$ cat src/rtl/core/tcst_pkg.sv
// Shared types, codes and constants of the TCP client segment tracker.
package tcst_pkg;

  localparam int unsigned QDepth = 2;
  localparam int unsigned QPtrW  = (QDepth > 1) ? $clog2(QDepth) : 1;
  localparam int unsigned QCntW  = $clog2(QDepth + 1);

  localparam logic [31:0] InitLocalSeq   = 32'd1000;
  localparam logic [15:0] MinHeaderBytes = 16'd20;

  typedef enum logic [1:0] {
    CONN_NONE        = 2'd0,
    CONN_SYN_SENT    = 2'd1,
    CONN_ESTABLISHED = 2'd2
  } conn_e;

  typedef enum logic [3:0] {
    STATUS_SYN_SENT        = 4'd0,
    STATUS_HANDSHAKE_DONE  = 4'd1,
    STATUS_DATA_ACKED      = 4'd2,
    STATUS_ACCEPTED_NO_ACK = 4'd3,
    STATUS_SHORT           = 4'd4,
    STATUS_RST             = 4'd5,
    STATUS_NOT_SYNACK      = 4'd6,
    STATUS_FIN_IN_SYNSENT  = 4'd7,
    STATUS_SYNACK_PAYLOAD  = 4'd8,
    STATUS_BAD_ACK         = 4'd9,
    STATUS_SYN_ESTABLISHED = 4'd10,
    STATUS_OUT_OF_ORDER    = 4'd11,
    STATUS_IDLE_STATE      = 4'd12
  } status_e;

  typedef enum logic [1:0] {
    KIND_CONNECT = 2'd0,
    KIND_SHORT   = 2'd1,
    KIND_RST     = 2'd2,
    KIND_SEGMENT = 2'd3
  } kind_e;

  typedef struct packed {
    kind_e       kind;
    logic [31:0] seq;
    logic [31:0] ackn;
    logic        fin;
    logic        syn;
    logic        ack;
    logic [15:0] payload;
    logic [16:0] virt;
  } entry_t;

  typedef struct packed {
    status_e     status;
    logic        send_segment;
    logic        send_syn;
    logic        send_ack;
    logic [31:0] out_seq;
    logic [31:0] out_ack;
    logic [15:0] deliver_length;
    conn_e       state_after;
  } result_t;

endpackage

$ cat src/rtl/core/tcst_front.sv
// Front end: classifies each incoming word without reference to connection state.
module tcst_front (
  input  logic                 mode_i,
  input  logic [31:0]          seq_number_i,
  input  logic [31:0]          ack_number_i,
  input  logic                 fin_bit_i,
  input  logic                 syn_bit_i,
  input  logic                 rst_bit_i,
  input  logic                 ack_bit_i,
  input  logic [3:0]           data_offset_i,
  input  logic [15:0]          segment_length_i,
  output tcst_pkg::entry_t     entry_o
);

  logic [15:0] hdr_bytes;
  logic        too_short;

  assign hdr_bytes = {10'd0, data_offset_i, 2'b00};
  assign too_short = (segment_length_i < tcst_pkg::MinHeaderBytes) ||
                     (hdr_bytes > segment_length_i);

  always_comb begin
    priority if (!mode_i) begin
      entry_o.kind = tcst_pkg::KIND_CONNECT;
    end else if (too_short) begin
      entry_o.kind = tcst_pkg::KIND_SHORT;
    end else if (rst_bit_i) begin
      entry_o.kind = tcst_pkg::KIND_RST;
    end else begin
      entry_o.kind = tcst_pkg::KIND_SEGMENT;
    end
    entry_o.seq     = seq_number_i;
    entry_o.ackn    = ack_number_i;
    entry_o.fin     = fin_bit_i;
    entry_o.syn     = syn_bit_i;
    entry_o.ack     = ack_bit_i;
    // Only meaningful once the length check has passed.
    entry_o.payload = segment_length_i - hdr_bytes;
    entry_o.virt    = {1'b0, entry_o.payload} + {16'd0, fin_bit_i};
  end

endmodule

$ cat src/rtl/core/tcst_fifo.sv
// Short queue of classified words between the front and back ends.
module tcst_fifo (
  input  logic             clk_i,
  input  logic             rst_ni,
  input  logic             push_i,
  input  tcst_pkg::entry_t entry_i,
  output logic             full_o,
  input  logic             pop_i,
  output tcst_pkg::entry_t head_o,
  output logic             empty_o
);

  tcst_pkg::entry_t                  mem_q [tcst_pkg::QDepth];
  logic [tcst_pkg::QPtrW-1:0]        wr_ptr_q, wr_ptr_d;
  logic [tcst_pkg::QPtrW-1:0]        rd_ptr_q, rd_ptr_d;
  logic [tcst_pkg::QCntW-1:0]        cnt_q, cnt_d;
  logic                              do_push, do_pop;

  assign full_o  = (cnt_q == tcst_pkg::QCntW'(tcst_pkg::QDepth));
  assign empty_o = (cnt_q == '0);
  assign do_push = push_i && !full_o;
  assign do_pop  = pop_i && !empty_o;
  assign head_o  = mem_q[rd_ptr_q];

  always_comb begin
    wr_ptr_d = wr_ptr_q;
    rd_ptr_d = rd_ptr_q;
    cnt_d    = cnt_q;
    if (do_push) begin
      wr_ptr_d = (wr_ptr_q == tcst_pkg::QPtrW'(tcst_pkg::QDepth - 1)) ? '0 : wr_ptr_q + 1'b1;
    end
    if (do_pop) begin
      rd_ptr_d = (rd_ptr_q == tcst_pkg::QPtrW'(tcst_pkg::QDepth - 1)) ? '0 : rd_ptr_q + 1'b1;
    end
    if (do_push && !do_pop) begin
      cnt_d = cnt_q + 1'b1;
    end else if (do_pop && !do_push) begin
      cnt_d = cnt_q - 1'b1;
    end
  end

  always_ff @(posedge clk_i or negedge rst_ni) begin
    if (!rst_ni) begin
      wr_ptr_q <= '0;
      rd_ptr_q <= '0;
      cnt_q    <= '0;
    end else begin
      wr_ptr_q <= wr_ptr_d;
      rd_ptr_q <= rd_ptr_d;
      cnt_q    <= cnt_d;
    end
  end

  always_ff @(posedge clk_i) begin
    if (do_push) begin
      mem_q[wr_ptr_q] <= entry_i;
    end
  end

endmodule

$ cat src/rtl/core/tcst_back.sv
// Back end: applies each classified word to the connection state and registers the result.
module tcst_back (
  input  logic              clk_i,
  input  logic              rst_ni,
  input  tcst_pkg::entry_t  head_i,
  input  logic              empty_i,
  output logic              pop_o,
  output logic              res_valid_o,
  input  logic              res_stall_i,
  output tcst_pkg::result_t res_o
);

  tcst_pkg::conn_e   conn_q, conn_d;
  logic [31:0]       acked_q, acked_d;
  logic [31:0]       expected_q, expected_d;
  logic              res_valid_q;
  tcst_pkg::result_t res_q, res_d;
  logic [31:0]       acked_plus_one;
  logic [31:0]       new_acked;
  logic [31:0]       new_expected;

  assign pop_o          = !empty_i && (!res_valid_q || !res_stall_i);
  assign res_valid_o    = res_valid_q;
  assign res_o          = res_q;
  assign acked_plus_one = acked_q + 32'd1;
  assign new_acked      = head_i.ack ? head_i.ackn : acked_q;
  assign new_expected   = head_i.seq + {15'd0, head_i.virt};

  always_comb begin
    conn_d     = conn_q;
    acked_d    = acked_q;
    expected_d = expected_q;
    res_d      = '0;
    res_d.status = tcst_pkg::STATUS_IDLE_STATE;
    unique case (head_i.kind)
      tcst_pkg::KIND_CONNECT: begin
        conn_d             = tcst_pkg::CONN_SYN_SENT;
        res_d.status       = tcst_pkg::STATUS_SYN_SENT;
        res_d.send_segment = 1'b1;
        res_d.send_syn     = 1'b1;
        res_d.out_seq      = acked_q;
      end
      tcst_pkg::KIND_SHORT: res_d.status = tcst_pkg::STATUS_SHORT;
      tcst_pkg::KIND_RST:   res_d.status = tcst_pkg::STATUS_RST;
      tcst_pkg::KIND_SEGMENT: begin
        unique case (conn_q)
          tcst_pkg::CONN_SYN_SENT: begin
            priority if (!head_i.syn || !head_i.ack) begin
              res_d.status = tcst_pkg::STATUS_NOT_SYNACK;
            end else if (head_i.fin) begin
              res_d.status = tcst_pkg::STATUS_FIN_IN_SYNSENT;
            end else if (head_i.payload != '0) begin
              res_d.status = tcst_pkg::STATUS_SYNACK_PAYLOAD;
            end else if (head_i.ackn != acked_plus_one) begin
              res_d.status = tcst_pkg::STATUS_BAD_ACK;
            end else begin
              acked_d            = head_i.ackn;
              expected_d         = head_i.seq + 32'd1;
              conn_d             = tcst_pkg::CONN_ESTABLISHED;
              res_d.status       = tcst_pkg::STATUS_HANDSHAKE_DONE;
              res_d.send_segment = 1'b1;
              res_d.send_ack     = 1'b1;
              res_d.out_seq      = head_i.ackn;
              res_d.out_ack      = head_i.seq + 32'd1;
            end
          end
          tcst_pkg::CONN_ESTABLISHED: begin
            priority if (head_i.syn) begin
              res_d.status = tcst_pkg::STATUS_SYN_ESTABLISHED;
            end else if (head_i.seq != expected_q) begin
              res_d.status = tcst_pkg::STATUS_OUT_OF_ORDER;
            end else begin
              acked_d              = new_acked;
              expected_d           = new_expected;
              res_d.deliver_length = head_i.payload;
              if (head_i.virt != '0) begin
                res_d.status       = tcst_pkg::STATUS_DATA_ACKED;
                res_d.send_segment = 1'b1;
                res_d.send_ack     = 1'b1;
                res_d.out_seq      = new_acked;
                res_d.out_ack      = new_expected;
              end else begin
                res_d.status = tcst_pkg::STATUS_ACCEPTED_NO_ACK;
              end
            end
          end
          default: res_d.status = tcst_pkg::STATUS_IDLE_STATE;
        endcase
      end
      default: res_d.status = tcst_pkg::STATUS_IDLE_STATE;
    endcase
    res_d.state_after = conn_d;
  end

  always_ff @(posedge clk_i or negedge rst_ni) begin
    if (!rst_ni) begin
      conn_q      <= tcst_pkg::CONN_NONE;
      acked_q     <= tcst_pkg::InitLocalSeq;
      expected_q  <= '0;
      res_valid_q <= 1'b0;
    end else begin
      if (pop_o) begin
        conn_q     <= conn_d;
        acked_q    <= acked_d;
        expected_q <= expected_d;
      end
      if (pop_o) begin
        res_valid_q <= 1'b1;
      end else if (!res_stall_i) begin
        res_valid_q <= 1'b0;
      end
    end
  end

  always_ff @(posedge clk_i) begin
    if (pop_o) begin
      res_q <= res_d;
    end
  end

endmodule

$ cat src/rtl/core/tcp_client_segment_tracker_core.sv
// Top level of the TCP client segment tracker: front end, word queue and back end.
// A word accepted into the queue goes on to the back end, whose output register holds its result
// until the receiver takes it.
// Throughput: one word per cycle while the output is not stalled, as the back end updates the state for each word.
// Reset (rst_ni low, asynchronous) empties the queue and the output register and puts the
// connection at none, acknowledged local sequence 1000, expected remote sequence 0.
module tcp_client_segment_tracker_core (
  input  logic        clk_i,
  input  logic        rst_ni,
  input  logic        in_valid_i,
  output logic        in_stall_o,
  input  logic        mode_i,
  input  logic [31:0] seq_number_i,
  input  logic [31:0] ack_number_i,
  input  logic        fin_bit_i,
  input  logic        syn_bit_i,
  input  logic        rst_bit_i,
  input  logic        ack_bit_i,
  input  logic [3:0]  data_offset_i,
  input  logic [15:0] segment_length_i,
  output logic        out_valid_o,
  input  logic        out_stall_i,
  output logic [3:0]  status_o,
  output logic        send_segment_o,
  output logic        send_syn_o,
  output logic        send_ack_o,
  output logic [31:0] out_seq_o,
  output logic [31:0] out_ack_o,
  output logic [15:0] deliver_length_o,
  output logic [1:0]  state_after_o
);

  // The front end looks only at the word itself: it decides whether the word is a connect
  // request, a segment that is too short, a reset, or a segment that needs the connection
  // state, and it works out the payload length ahead of time.
  tcst_pkg::entry_t  front_entry;
  tcst_pkg::entry_t  q_head;
  logic              q_full;
  logic              q_empty;
  logic              q_pop;
  tcst_pkg::result_t result;

  tcst_front u_front (
    .mode_i           (mode_i),
    .seq_number_i     (seq_number_i),
    .ack_number_i     (ack_number_i),
    .fin_bit_i        (fin_bit_i),
    .syn_bit_i        (syn_bit_i),
    .rst_bit_i        (rst_bit_i),
    .ack_bit_i        (ack_bit_i),
    .data_offset_i    (data_offset_i),
    .segment_length_i (segment_length_i),
    .entry_o          (front_entry)
  );

  // The queue decouples the two halves: input stalls only when it is full, so a result that
  // waits on the output does not immediately stop new words from coming in.
  assign in_stall_o = q_full;

  tcst_fifo u_fifo (
    .clk_i   (clk_i),
    .rst_ni  (rst_ni),
    .push_i  (in_valid_i),
    .entry_i (front_entry),
    .full_o  (q_full),
    .pop_i   (q_pop),
    .head_o  (q_head),
    .empty_o (q_empty)
  );

  // The back end owns the connection state and the output register. It takes the head word
  // whenever the output register is empty or is being emptied in the same cycle.
  tcst_back u_back (
    .clk_i       (clk_i),
    .rst_ni      (rst_ni),
    .head_i      (q_head),
    .empty_i     (q_empty),
    .pop_o       (q_pop),
    .res_valid_o (out_valid_o),
    .res_stall_i (out_stall_i),
    .res_o       (result)
  );

  assign status_o         = result.status;
  assign send_segment_o   = result.send_segment;
  assign send_syn_o       = result.send_syn;
  assign send_ack_o       = result.send_ack;
  assign out_seq_o        = result.out_seq;
  assign out_ack_o        = result.out_ack;
  assign deliver_length_o = result.deliver_length;
  assign state_after_o    = result.state_after;

endmodule

$ cat config.mk
export PLATFORM = sky130hd
export DESIGN_NAME = tcp_client_segment_tracker_core
export DESIGN_NICKNAME = d
export VERILOG_FILES = /design/src/rtl/core/tcst_pkg.sv /design/src/rtl/core/tcst_front.sv /design/src/rtl/core/tcst_fifo.sv /design/src/rtl/core/tcst_back.sv /design/src/rtl/core/tcp_client_segment_tracker_core.sv
export SDC_FILE = /design/constraint.sdc
export NUM_CORES = 1
export LEC_CHECK = 0
export ABC_CLOCK_PERIOD_IN_PS = 17950
export BUFFER_PORTS_ARGS = -buffer_cell sky130_fd_sc_hd__buf_2
export CAP_MARGIN = 30
export CORE_MARGIN = 4
export CORE_UTILIZATION = 48
export CTS_CLUSTER_SIZE = 30
export DETAILED_ROUTE_END_ITERATION = 16
export PLACE_DENSITY_LB_ADDON = 0.15
export SYNTH_ARGS = -nofsm -noshare
export SYNTH_HDL_FRONTEND = slang
export SYNTH_HIERARCHICAL = 1
export SYNTH_SLANG_ARGS = --single-unit
$ cat constraint.sdc
create_clock -name clk_i -period 17.95 [get_ports clk_i]
set_input_delay 0 -clock clk_i [delete_from_list [all_inputs] [get_ports clk_i]]
set_output_delay 0 -clock clk_i [all_outputs]
set_load 0.1 [all_outputs]
Word level (Yosys, flattened, before mapping). Memory sizes are Yosys's and may differ from the RTL's. Index checks and enable logic that the tools add are counted.

Memories kept: 1. Output and inout bits: 91. Memory bits (writable): 204. Flip-flop bits (word level): 160. Input bits: 93. Logic and storage cells: 128.

Mux-type cells: 60. Magnitude comparators: 2. Reductions and logical operators: 24. $add $sub $neg: 9. Bitwise logic cells: 2. Equality and inequality tests: 15.

Memories: u_fifo.mem_q (words 2, bits a word 102, rd ports 1, clocked after Yosys merged registers in 0, write ports 1, line tcst_fifo.sv:13) `tcst_pkg::entry_t mem_q [tcst_pkg::QDepth];`.

Operator list (count): two-way mux 32 bit (13); two-way mux 65 bit (5); case mux 32 bit (2 select lines) (3); two-way mux 81 bit (2); case mux 65 bit (2 select lines) (1); adder 32 x 1 -> 32 bit, second input constant (2); != test 32 bit (2); adder 32 x 17 -> 32 bit (1); two-way mux 4 bit (6); two-way mux 2 bit (9); adder 16 x 1 -> 17 bit (1); nonzero test 17 bit (1); greater-than comparator 6 x 16 -> 1 bit (1); less-than comparator 16 x 5 -> 1 bit, second input constant (1); two-way mux 1 bit (16); case mux 4 bit (4 select lines) (1); nonzero test 16 bit (1); subtractor 16 x 6 -> 16 bit (1); != test 2 bit, second input constant (6); AND reduction 9 bit (1); equality test 2 bit, second input constant (4); logical NOT 1 bit (8); case mux 4 bit (2 select lines) (1); logical AND 1 bit (5); 12 further kinds (20).

Longest topological paths before layout. Gate-level depths: netlist of the first run.

Word-level depth: 8. Gate-level depth with buffers: 15. Depth with buffers taken out: 13.

By module. The synthesis of the first run kept the hierarchy.

Modules (own cells, without submodules): tcst_back (seq. area each 4356.7 um^2, cells each 1013, area an instance 10084.7 um^2, times used 1); tcst_fifo (seq. area each 6226.0 um^2, cells each 336, area an instance 7572.3 um^2, times used 1); tcst_front (seq. area each 0.0 um^2, cells each 184, area an instance 1288.7 um^2, times used 1).

Least setup slack after synthesis of the first run. No wires, ideal clock.

Kind: register to register. Start: register u_back.res_valid_q (netlist: u_back/res_valid_o). End: register u_fifo/cnt_q[1] (netlist bit). Data required time: 17871 ps. Period minus slack after synthesis: 7117 ps. Path buffers: 0. Setup slack: 10833 ps. Cell stages (with the launch flop): 6. Data arrival time: 7038 ps. Setup time: 79 ps. Cell sequence: dfrtp_1 > a21oi_1 > o21ai_0 > ha_1 > nor2_1 > xor2_1.

Cells in the longest elaborated chain, start to end: 7. Elaborated cells between the ends (all ways): 9. Those cells by class: mux (1); reduce/logical (8).

RTL lines: from (decl) (line tcst_back.sv:16) `logic res_valid_q;`; from (signal assigned) (line tcst_back.sv:100) `res_valid_q <= 1'b0;`; from (signal assigned) (line tcst_back.sv:108) `res_valid_q <= 1'b1;`; from (signal assigned) (line tcst_back.sv:110) `res_valid_q <= 1'b0;`; logical NOT 1 bit (*) (line tcst_back.sv:22) `assign pop_o = !empty_i && (!res_valid_q || !res_stall_i);`; logical OR 1 bit (*) (line tcst_back.sv:22); logical AND 1 bit (*) (line tcst_back.sv:22); named net q_pop (line tcp_client_segment_tracker_core.sv:40) `logic q_pop;`; logical AND 1 bit (*) (line tcst_fifo.sv:22) `assign do_pop = pop_i && !empty_o;`; logical NOT 1 bit (line tcst_fifo.sv:35) `if (do_push && !do_pop) begin`; logical AND 1 bit (line tcst_fifo.sv:35); two-way mux 2 bit / nonzero test 2 bit (equally long branches); to (signal assigned) (line tcst_fifo.sv:50) `cnt_q <= cnt_d;`; to (decl) (line tcst_fifo.sv:16) `logic [tcst_pkg::QCntW-1:0] cnt_q, cnt_d;`.

Mark *: on every way through the listed nets, which the timed path passes. The rest lies on a longest branch. A chain may end at the register's enable or synchronous reset.

==> run summary, run 1 <==
The flow ran to the end, and the final reports show no timing, DRC or antenna violations. The final weighted congestion in routability-driven placement was 0.9098. In this design, the critical path's most frequently occurring cell is buf_4. The total placed instance area was 19790 um2; the final cycle utilization of the critical path was 0.2958. The first global-routing pass estimated 70050 um of wire.

The number of setup buffers added after CTS is 0. The mean routed wirelength per cell was 20.04 um; the part of the total power dissipated in the clock network was 0.220. For the final database, setup skew stands at 0.02313 ns.

On the final layout, the worst hold slack is 0.03313 ns. Pin count of the biggest net entering global routing: 69. After detailed placement, the design holds a cell count of 2110.

The number of setup violations in the final report is 0. From synthesis to final layout, the design area changed by 15.55%. The minimum period implied by the final worst setup slack came out at 5.310 ns. Headroom to the max-slew limit: 0.3694.

Across the run, the number of max-cap violations was 0. On the worst path, the slowest cell contributes a delay of 0.85 ns. The analysis attributes to cell leakage a power of 8.314 nW. The region available for standard cell placement spans 38830 um2.

Based on the critical path, the design can be clocked at up to 0.1883 GHz. For the placed wire-length estimate, the log shows 31540 um. The largest individual stage delay along the critical path comes from the cell dfrtp_4. The part of the power in registers is 0.337. For the setup slack after placement, the log shows 12.62 ns. After synthesis, the netlist uses 73 different library cells. The multi-input combinational cells in the finished layout cover a total of 7396 um2. The tools report the fraction of the yosys area taken by sequential cells as 0.5586. The net switching power of the design is 1.559 mW. The post-synthesis async set-or-reset flop share is 0.1951. Worst path required time: 18.37 ns.

TritonCTS built the clock tree. Kind of critical path: reg2reg. The row count is 72.

For the final max-slew violation count, the log shows 0. Walking the worst path, the cells encountered are buf_4 > mux2_2 > nor4_1 > and4_1 > nand3_1 > a2111o_1 > nor4_2 > nand4_1 > a211o_1 > buf_4 > o21bai_4 > buf_4 > mux2_4. The power after layout came out at 3.594 mW.

The clock tree root driver cell was clkbuf_16. In this run the remaining antenna-violating nets after routing total 0. The worst hold path passes through 3 cells. STA puts the critical path data arrival time at 5.73 ns. The startpoint kind of the worst setup timing path is a flip-flop.

The tools report the DRC marker count from the first detailed-route iteration as 820. The layout has 3229 filler cells. The wire length reported by the detailed router is 45400 um. The sequential cells in the finished layout cover a total of 10590 um2. The run gives 21660 um as the routed length on met2. The die is 206.7 um wide. For this block, wires on met1 add up to 20550 um. The initial antenna violation count was 0.

The ratio of cells with drive above 1 in the final layout is 0.2446. After the flow finishes, the layout carries non-filler instances totaling 2265. For the number of failing hold endpoints at the final stage, the log shows 0. The die is 206.7 um tall. In the layout the commonest cells are 293 x edfxtp_1, 183 x buf_2, 114 x nor2_1. The number of primary I/O pins is 184. The internal power component was 2.035 mW.

The total of warnings raised by yosys is 6. The clock slew at the register clock pins of the worst setup and hold paths was 0.06 ns. The number of buffers added on ports was 183.

TritonCTS created 39 clock buffers. Across all setup checks in the final design, the least slack found is 12.64 ns. The cell type contributing the most total cell area after synthesis was edfxtp_1.

For the gate count of the mapped netlist, the log shows 1533. For the number of global-route vias before repair, the log shows 12310. Routed via count: 12490. The tightest min-delay check is of the in2reg type. Across the VDD grid, the largest voltage drop is 109.5 uV.

Leaving out fill and tap cells, the most frequent cell in the layout is edfxtp_1. The pre-antenna-repair detailed-routing pass consisted of 5 iterations. Global-route usage over all layers: 0.2095. The run gives 0.443 as the part of the total power dissipated in combinational logic. The synthesized area divided by synthesized cell count was 12.36 um2. After routing, the total negative slack on setup checks comes to 0 ns. Using the TritonRoute via totals, the vias-per-cell ratio works out to 5.516. The highest fanout seen on the critical path was 60; the deepest level of the CTS H-tree was 2. The tools report the sum of met3 wire segment lengths after detailed routing as 2173 um. Yosys attributes the largest share of cell area to edfxtp_1 46%, dfrtp_1 8.6%, mux2_2 6.7%. The run gives 0.5638 as the final core utilization. After clock tree synthesis, the repair step resized 0 gates. The number of nets in the synthesized netlist is 1660.

The maximum buffer depth of the clock tree was 3. The kind of end point of the critical path was a flip-flop. Detailed-route DRC error count: 0. For this design the ratio of total power to cell area is 164.2 nW/um2. At the later pin of the worst-skew pair, clock insertion delay measures 0.54 ns. Setup repair after global routing left no endpoint under its margin. The run gives 364 as the CTS sink count. Topmost layer with routed signal wires: met4. The die covers 42710 um2. The starting utilization of the core area is 0.4879, and the total grt overflow is 0. At the pin with the least slew margin, the transition time is 0.9459 ns.

For the worst flop-to-flop path, the logic depth is 13. The run gives 21890 um2 as the area of all placed cells without fillers. The number of synthesized register bits is 364. The share of Yosys cell area claimed by the top area cell type is 0.4644. Net switching fraction of the power: 0.4337. The number of flops mapped to enable cells by yosys works out to 293. For this run, the leading register cell type out of synthesis is edfxtp_1.

After the last flow step, the layout net total stands at 1844. The mapped netlist covers 18950 um2.
-- flip-flops by register name (all words and copies together), names as in the netlist --
name	flops
u_back/conn_q	2
u_fifo/mem_q	204
u_back/acked_q	32
u_fifo/rd_ptr_q	1
u_back/res_valid_o	1
u_back/expected_q	32
u_back/res_o	89
u_fifo/wr_ptr_q	1
u_fifo/cnt_q	2
-- worst max-delay path, delay by kind of cell (launching register included) --
kind / cells / cell delay [ns]
buf+inv: 3 / 1.37
flops: 1 / 0.85
compound gates: 3 / 0.87
mux: 2 / 0.78
simple gates: 5 / 1.18
-- final timing paths --
path | endpoint | startpoint | slack (ns)
worst max-delay path | u_back/acked_q[4] | u_fifo/rd_ptr_q | 12.64
min in group asynchronous | u_back/acked_q[7] | rst_ni | 0.08
worst max register to register | u_back/acked_q[4] | u_fifo/rd_ptr_q | 12.64
worst min-delay path | u_fifo/mem_q[1][29] | segment_length_i[12] | 0.03
worst min register to register | u_back/expected_q[2] | u_back/expected_q[2] | 0.50
max in group asynchronous | u_back/acked_q[0] | rst_ni | 16.91
-- synth_stat cells (4+ instances only) --
cell type and count:
edfxtp_1 293, nor2_1 115, mux2_2 113, xnor2_1 100, nand2_1 96, buf_4 73
dfrtp_1 65, o21ai_0 57, a21oi_1 53, xor2_1 46, clkbuf_1 41, nand3_1 38
inv_1 34, a22o_1 33, nand4_1 33, ha_1 32, mux2_4 30, and2_1 27
nor4_1 19, nor3_1 16, o22a_1 16, or3_1 15, and3_1 14, mux2i_1 11
a211oi_1 10, buf_2 10, buf_6 10, nand2b_1 10, a21o_1 9, a31oi_1 7
o22ai_1 7, and4_1 6, dfstp_2 6, nor2b_1 6, o211ai_1 6, buf_1 5
o21a_1 5, or4_1 5, o31ai_1 4, or2_2 4
-- per-layer routing --
layer  vias to the layer above  track usage
met5                         -            0
met4                         0      0.05371
met3                        73      0.02984
met2                       320       0.3442
met1                      6132       0.2958
li1                       5968            -
-- layout make-up --
| class | count | share of cell area |
|---|---|---|
| Inverter | 34 | 0.005830 |
| Clock inverter | 18 | 0.007945 |
| Timing Repair Buffer | 282 | 0.08539 |
| Sequential cell | 364 | 0.4836 |
| Clock buffer | 52 | 0.04967 |
| Multi-Input combinational cell | 996 | 0.3378 |
| Tap cell | 518 | 0.02961 |
| Antenna cell | 1 | 0.0001143 |
-- power by group through the flow --
stage	clock network [mW]	logic [mW]	registers [mW]
final	0.791	1.59	1.21
after global routing	0.845	1.70	1.23
after CTS	0.810	1.59	1.21
after detailed placement	0	1.57	1.23
after global placement	0	1.57	1.23
after floorplan	0	0.796	1.69
-- cell families (layout without fill, tap and decap cells) --
logic type,after synthesis,in the layout,synth area share
simple gates,418,418,0.1120
flops,364,364,0.5586
compound gates,243,243,0.08770
buf+inv,173,386,0.05336
mux,154,154,0.09675
xor+xnor,147,147,0.06835
fa+ha+maj,34,34,0.02325
other cells,0,1,0
-- repair_timing --
| item | in CTS | in global routing |
|---|---|---|
| endpoints found under the setup margin | 0 | 0 |
| hold endpoints to repair | 188 | 0 |
| hold buffers | 84 | 0 |
No activity file was read; power rests on OpenSTA's default activity.
==> inputs of run 2 (changes only) <==
--- a/config.mk
+++ b/config.mk
@@ -5,7 +5,7 @@
 export SDC_FILE = /design/constraint.sdc
 export NUM_CORES = 1
 export LEC_CHECK = 0
-export ABC_CLOCK_PERIOD_IN_PS = 17950
+export ABC_CLOCK_PERIOD_IN_PS = 4900
 export BUFFER_PORTS_ARGS = -buffer_cell sky130_fd_sc_hd__buf_2
 export CAP_MARGIN = 30
 export CORE_MARGIN = 4
==> constraint.sdc (replaced) <==
create_clock -name clk_i -period 4.9 [get_ports clk_i]
set_input_delay 0 -clock clk_i [delete_from_list [all_inputs] [get_ports clk_i]]
set_output_delay 0 -clock clk_i [all_outputs]
set_load 0.1 [all_outputs]
==> run 2 against run 1 <==
  * Hold slack worse by 0.010 ns
  * Sequential cell count unchanged
  * First-iteration DRC count up 13%
  * Combinational power rose to 3.7 times the previous value
  * Non-clock buffer count up 13
  * Largest power group unchanged
  * Highest routed layer unchanged
==> run summary, run 2 (same netlist as run 1, synthesis figures left out) <==
The final cycle utilization of the critical path came out at 0.8848. From synthesis to final layout, the design area changed by 16.04%. The top cell types in the final layout, fill and taps aside, are 293 x edfxtp_1, 183 x buf_2, 114 x nor2_1. The maximum VDD drop was 356.0 uV; the area occupied by registers was 10590 um2.

u_fifo/mem_q holds more flip-flops than any other register. The number of failing hold endpoints at the final stage is 0. The clock tree synthesis step divided the H-tree into 2 levels. Setup repair after global routing left no endpoint under its margin. Entering global routing, the biggest net connects 92 pins.

The most common cell after layout, fill and taps aside was edfxtp_1. The buffer and inverter count on the worst path was 1; the maximum buffer depth of the clock tree was 3. The total area of multi-input combinational cells is 7393 um2, and the worst path required time is 5.30 ns.

The detail route stage leaves a number of antenna-violating nets equal to 0. The number of buffers added on ports came out at 183. The slowest stage of the critical path belongs to the cell dfrtp_4. The number of primary I/O pins came out at 184. Along the worst path, the maximum fanout reaches 29. The number of global-route vias before repair is 12480. The final setup TNS was 0 ns; the routed via count was 12590. The clock net in this run drives a total of 364 sinks. The startpoint kind of the worst setup timing path was a flip-flop. The later pin in the worst-skew pair is clocked with a latency of 0.55 ns. The leakage power is 8.376 nW.

The endpoint arrival time on the critical path is 4.73 ns, and the actual transition at the worst max-transition pin is 0.8471 ns. For this run, the top clock speed supported by timing is 0.2306 GHz. In this run the core area contains 72 standard-cell rows.

The ratio of cells with drive above 1 in the final layout is 0.2482. The total overflow left after global routing is 0. The count of nets after finishing is 1858, and the initial antenna violation count is 0. Detailed placement ended at an HPWL of 32250 um.

The total of max-cap violations came out at 0. The run gives 0.2140 as the global-route usage over all layers. The mean routed wirelength per cell is 20.15 um, and the flip-flop count of the largest register, all copies and words added is 204. Kind of critical path: reg2reg. The number of setup violations in the final report was 0. The family with the most delay on the worst path was compound AO/OA/AOI/OAI gates. Worst min-delay path category: in2async.

TritonCTS created 40 clock buffers. The delay of the slowest cell on the worst path was 0.77 ns; the worst-case clock skew was 0.01377 ns. The final core utilization was 0.5662; the final weighted congestion in routability-driven placement was 0.8572. The repair_antennas step left the layout with diodes totalling 0. The flow ran to the end, and the final reports show no timing, DRC or antenna violations.

The run gives 42710 um2 as the full die area. Measured along the y axis, the die boundary spans 206.7 um. The DRC marker count from the first detailed-route iteration was 925; the overall die width was 206.7 um. For this run, design rule violations remaining after detail routing come to 0.

The critical path goes through buf_4 > mux2_2 > ha_1 > a211oi_1 > o21ai_0 > a21oi_1 > o31ai_1 > a21oi_1 > nor2_1 > a2bb2oi_1 > or3_1 > a21oi_1. For the headroom to the max-slew limit, the log shows 0.4353. The minimum period implied by the final worst setup slack is 4.336 ns, and the final max-slew violation count is 0.

TritonCTS built the clock tree. The run gives 0.4879 as the starting utilization of the core area. After detailed routing, the number of vias per cell comes to 5.524. The final hold slack is 0.02308 ns. The logs give 3267 for the final-layout fill cell count and 38830 um2 for the placeable core region. Dividing total power by cell area gives a power density of 598.0 nW/um2. The routed design has 45930 um of wire. The worst setup path is captured at a flip-flop.

The tools report the wire length of the first global-routing pass as 70900 um. Once the clock tree was built, the resizer swapped 0 gates to a different size. The library cell appearing most often on the critical path is a21oi_1.

The pre-antenna-repair detailed-routing pass consisted of 5 iterations. In this run the clock root is driven by a clkbuf_16. The clock slew at the register clock pins of the worst setup and hold paths is 0.06 ns.
run 2: changes by cell type in the layout (fill, tap and decap cells not counted):
cell           before  now
buf_12              0    4
nand2b_2            1    0
dlygate4sd3_1      84   87
clkinv_1            6    3
clkbuf_8            2    1
diode_2             1    0
clkinv_4            1    0
clkinv_2            4   10
bufinv_16           3    1
clkinvlp_4          2    1
nand2b_1            9   10
buf_4              15   21
clkbuf_1            9   13
run 2: metrics by stage:
step	std cells	power, mW	cell area, um2	setup slack, ns
global placement	2120	10.29	19910	0.7159
detailed placement	2120	10.33	19910	0.6944
finish	2279	13.15	21980	0.5643
floorplan	1533	9.058	18960	1.100
global route	2279	13.78	21980	0.2634
CTS	2279	13.24	21980	0.6531
run 2: cell type report:
type                            instances  share of cell area
Timing Repair Buffer                  295             0.09208
Inverter                               34            0.005805
Clock inverter                         17            0.005293
Clock buffer                           55             0.04951
Sequential cell                       364              0.4815
Multi-Input combinational cell        996              0.3363
Tap cell                              518             0.02948
run 2: path summary, 6_finish.rpt:
kind / start / endpoint / slack (ns) / depth (start not counted)
max: u_fifo/rd_ptr_q / u_back/res_o[48] / 0.56 / 12
min: rst_ni / u_back/acked_q[10] / 0.02 / 2
max reg2reg: u_fifo/rd_ptr_q / u_back/res_o[48] / 0.56 / 12
min reg2reg: u_back/expected_q[11] / u_back/expected_q[11] / 0.49 / 2
max in group asynchronous: rst_ni / u_fifo/rd_ptr_q / 3.69 / 3
min in group clk_i: segment_length_i[2] / u_fifo/mem_q[1][2] / 0.04 / 4
run 2: routing by layer:
metal / up-vias / track usage / part of all wire
li1: 5984 / - / -
met2: 358 / 0.3545 / 0.48
met1: 6192 / 0.2990 / 0.45
met4: 0 / 0.04563 / 0.016
met5: - / 0 / 0
met3: 55 / 0.03749 / 0.054
run 2: worst reg2reg max path, delay by kind of cell (launching register included):
kind	cells	cell delay (ns)
AO/OA/AOI/OAI	7	1.44
adder cells (fa/ha/maj)	1	0.39
buffers and inverters	1	0.32
flip-flops	1	0.77
multiplexers	1	0.45
AND/OR/NAND/NOR	2	0.84
run 2: repair_timing:
item	CTS	global route
hold endpoints to repair	208	0
hold buffers	87	0
buffers inserted	0	0
run 2: report_power, final:
| group | internal [mW] | switching, mW |
|---|---|---|
| Combinational | 1.62 | 4.29 |
| Clock | 1.61 | 1.19 |
| Sequential | 4.17 | 0.254 |
| Total | 7.40 | 5.74 |
==> inputs of run 3 (changes only) <==
--- a/config.mk
+++ b/config.mk
@@ -12,6 +12,7 @@
 export CORE_UTILIZATION = 48
 export CTS_CLUSTER_SIZE = 30
 export DETAILED_ROUTE_END_ITERATION = 16
+export MAX_ROUTING_LAYER = met4
 export PLACE_DENSITY_LB_ADDON = 0.15
 export SYNTH_ARGS = -nofsm -noshare
 export SYNTH_HDL_FRONTEND = slang
==> run 3 against run 2 <==
  * Hold slack better by 0.015 ns
  * Register-to-register slack improved by 0.16 ns
  * Largest cell class unchanged
  * Die area unchanged
  * Design area hardly changed
  * Clock skew grew 0.017 ns
  * Clock-buffer cell count decreased by 5
  * Combinational power increased by 0.7%
  * Global-route usage is 0.79 points higher
  * Clock power is essentially flat
  * Critical path depth increased by 1
==> run summary, run 3 (same netlist as run 1, synthesis figures left out) <==
Based on the critical path, the design can be clocked at up to 0.2397 GHz. The mean routed wirelength per cell is 20.20 um. The worst setup path is launched from a flip-flop. The tools report the headroom to the max-slew limit as 0.3887. The most flop-heavy register is u_fifo/mem_q. Walking the worst path, the cells encountered are buf_12 > buf_4 > mux2_2 > xnor2_1 > nand4_1 > nor4_1 > nand2_1 > nor2_1 > nand3_1 > or3_1 > a21oi_2 > buf_4 > a22o_1. IR analysis of the VDD net gives a maximum drop of 581.5 uV.

The flow ran to the end, and the final reports show no timing, DRC or antenna violations. Setup violations remaining at the end of the flow were counted as 0. The run gives 87 as the count of hold-fix buffers inserted at cts. Subtracting the final worst setup slack from the clock period gives 4.171 ns. The wire length of the first global-routing pass is 71500 um.

The starting utilization of the core area is 0.4879, and the placed wire-length estimate is 32120 um. For the initial antenna violation count, the log shows 0. The highest fanout seen on the critical path was 32; the total grt overflow was 0. The clock reaches the later pin of the worst-skew pair after 0.55 ns.

Data on the critical path arrives at its endpoint at 4.57 ns. The run gives 0 as the final max-slew violation count. The clock tree root driver cell is clkbuf_16.

For the pin with the worst max-slew slack, the measured transition is 0.9169 ns. The tools report the full die area as 42710 um2. At the worst endpoint, the required time is 5.30 ns.

After clock tree synthesis, the repair step resized 0 gates. The net count of the finished layout is 1857. Area growth from synthesis to final layout: 16.11%.

The finished cells cover 22000 um2. The total of max-cap violations was 0. The die is 206.7 um wide.

In this run the core area contains 72 standard-cell rows. The H-tree was split into 2 levels. TritonCTS created 39 clock buffers. For this run, the slowest stage of the critical path takes 0.65 ns. The clock slew at the register clock pins of the worst setup and hold paths was 0.06 ns; the flip-flop count of the largest register, all copies and words added was 204. The most numerous cell type found on the critical path is buf_4.

Leakage power: 8.377 nW. The logs give 12550 for the routed via count and 0 ns for the final setup TNS. The die is 206.7 um tall.

The slowest library cell on the worst path was dfrtp_4. The DRC marker count from the first detailed-route iteration is 939. Setup repair after global routing left no endpoint under its margin.

The CTS sink count is 364, and the maximum buffer depth of the clock tree is 3. For the number of failing hold endpoints at the final stage, the log shows 0. The tools report the global-route usage over all layers as 0.2219. TritonCTS built the clock tree. The clock arrives with 0.03086 ns of skew. The worst hold path belongs to the class in2reg. Leaving out fill and tap cells, the most frequent cells in the layout are 293 x edfxtp_1, 183 x buf_2, 114 x nor2_1. Leaving out fill and tap cells, the most frequent cell in the layout is edfxtp_1. Total placed instance area: 19920 um2. The final cycle utilization of the critical path was 0.8513.

The number of buffers added on ports works out to 183. For this design the ratio of total power to cell area is 598.6 nW/um2. The number of antenna diodes is 0, and the number of global-route vias before repair is 12520. Pin placement for this block handled 184 I/O pins. After detailed routing, the total wire length is 45980 um.

The final weighted congestion in routability-driven placement came out at 0.8760. The number of routed nets with antenna violations was 0; the ratio of cells with drive above 1 in the final layout was 0.2463. The ratio of routed vias to standard cells was 5.512.

The kind of end point of the critical path is a flip-flop. The tools report the detailed-route DRC error count as 0. The kind of critical path was reg2reg. The floorplan step defined a core boundary enclosing 38830 um2. Before antenna repair, the detailed router went through 6 iterations.

Entering global routing, the biggest net connects 103 pins. Count of buffers added by post-CTS timing repair for setup: 0.
[run 3: layout make-up]
cell class	count	area, um2
multi-input cells	996	7393
flip-flops and latches	364	10590
fillers	3246	16830
clock buffers	50	1037
inverters	34	127.6
repair buffers	295	2037
clock inverters	19	167.7
well taps	518	648.1
[run 3: worst paths after layout]
| kind | startpoint | end | slack, ns | cells after the start |
|---|---|---|---|---|
| min in group asynchronous | rst_ni | u_back/acked_q[9] | 0.07 | 2 |
| setup / recovery | u_fifo/rd_ptr_q | u_back/res_o[73] | 0.73 | 13 |
| hold / removal | data_offset_i[1] | u_fifo/mem_q[1][3] | 0.04 | 3 |
| hold reg to reg | u_back/expected_q[15] | u_back/expected_q[15] | 0.50 | 2 |
| max in group asynchronous | rst_ni | u_back/acked_q[30] | 3.58 | 3 |
| setup reg to reg | u_fifo/rd_ptr_q | u_back/res_o[73] | 0.73 | 13 |
[run 3: metal layers]
metal / part of all wire / global-route usage / wire length [um] / vias up
met1: 0.45 / 0.3043 / 20760 / 6161
met5: 0 / - / 0 / -
met2: 0.48 / 0.3523 / 21890 / 335
met3: 0.053 / 0.03499 / 2418 / 61
met4: 0.020 / 0.05181 / 912 / 0
li1: - / - / - / 5988
[run 3: where the power goes]
| group | switching, mW | leakage [nW] | internal [mW] |
|---|---|---|---|
| clock network | 1.16 | 0.593 | 1.65 |
| logic | 4.33 | 4.03 | 1.62 |
| registers | 0.226 | 3.75 | 4.17 |
| total | 5.72 | 8.38 | 7.45 |
[run 3: critical path, delay by kind of cell (launching register included)]
kind | cells | cell delay, ns
XOR/XNOR | 1 | 0.34
AO/OA/AOI/OAI | 2 | 0.39
AND/OR/NAND/NOR | 6 | 1.29
multiplexers | 1 | 0.44
buffers and inverters | 3 | 0.89
flip-flops | 1 | 0.65
[run 3: through the flow]
stage | hold WS (ns) | power (mW) | std cells | util | setup slack [ns]
after floorplan | -0.2956 | 9.058 | 1533 | - | 1.100
after global placement | 0.02023 | 10.33 | 2120 | 0.5131 | 0.7803
after detailed placement | 0.03193 | 10.36 | 2120 | 0.5131 | 0.7606
after CTS | 0.003011 | 13.28 | 2276 | 0.5665 | 0.7408
after global routing | 0.06548 | 13.85 | 2276 | 0.5665 | 0.4036
final | 0.03825 | 13.17 | 2276 | 0.5665 | 0.7285
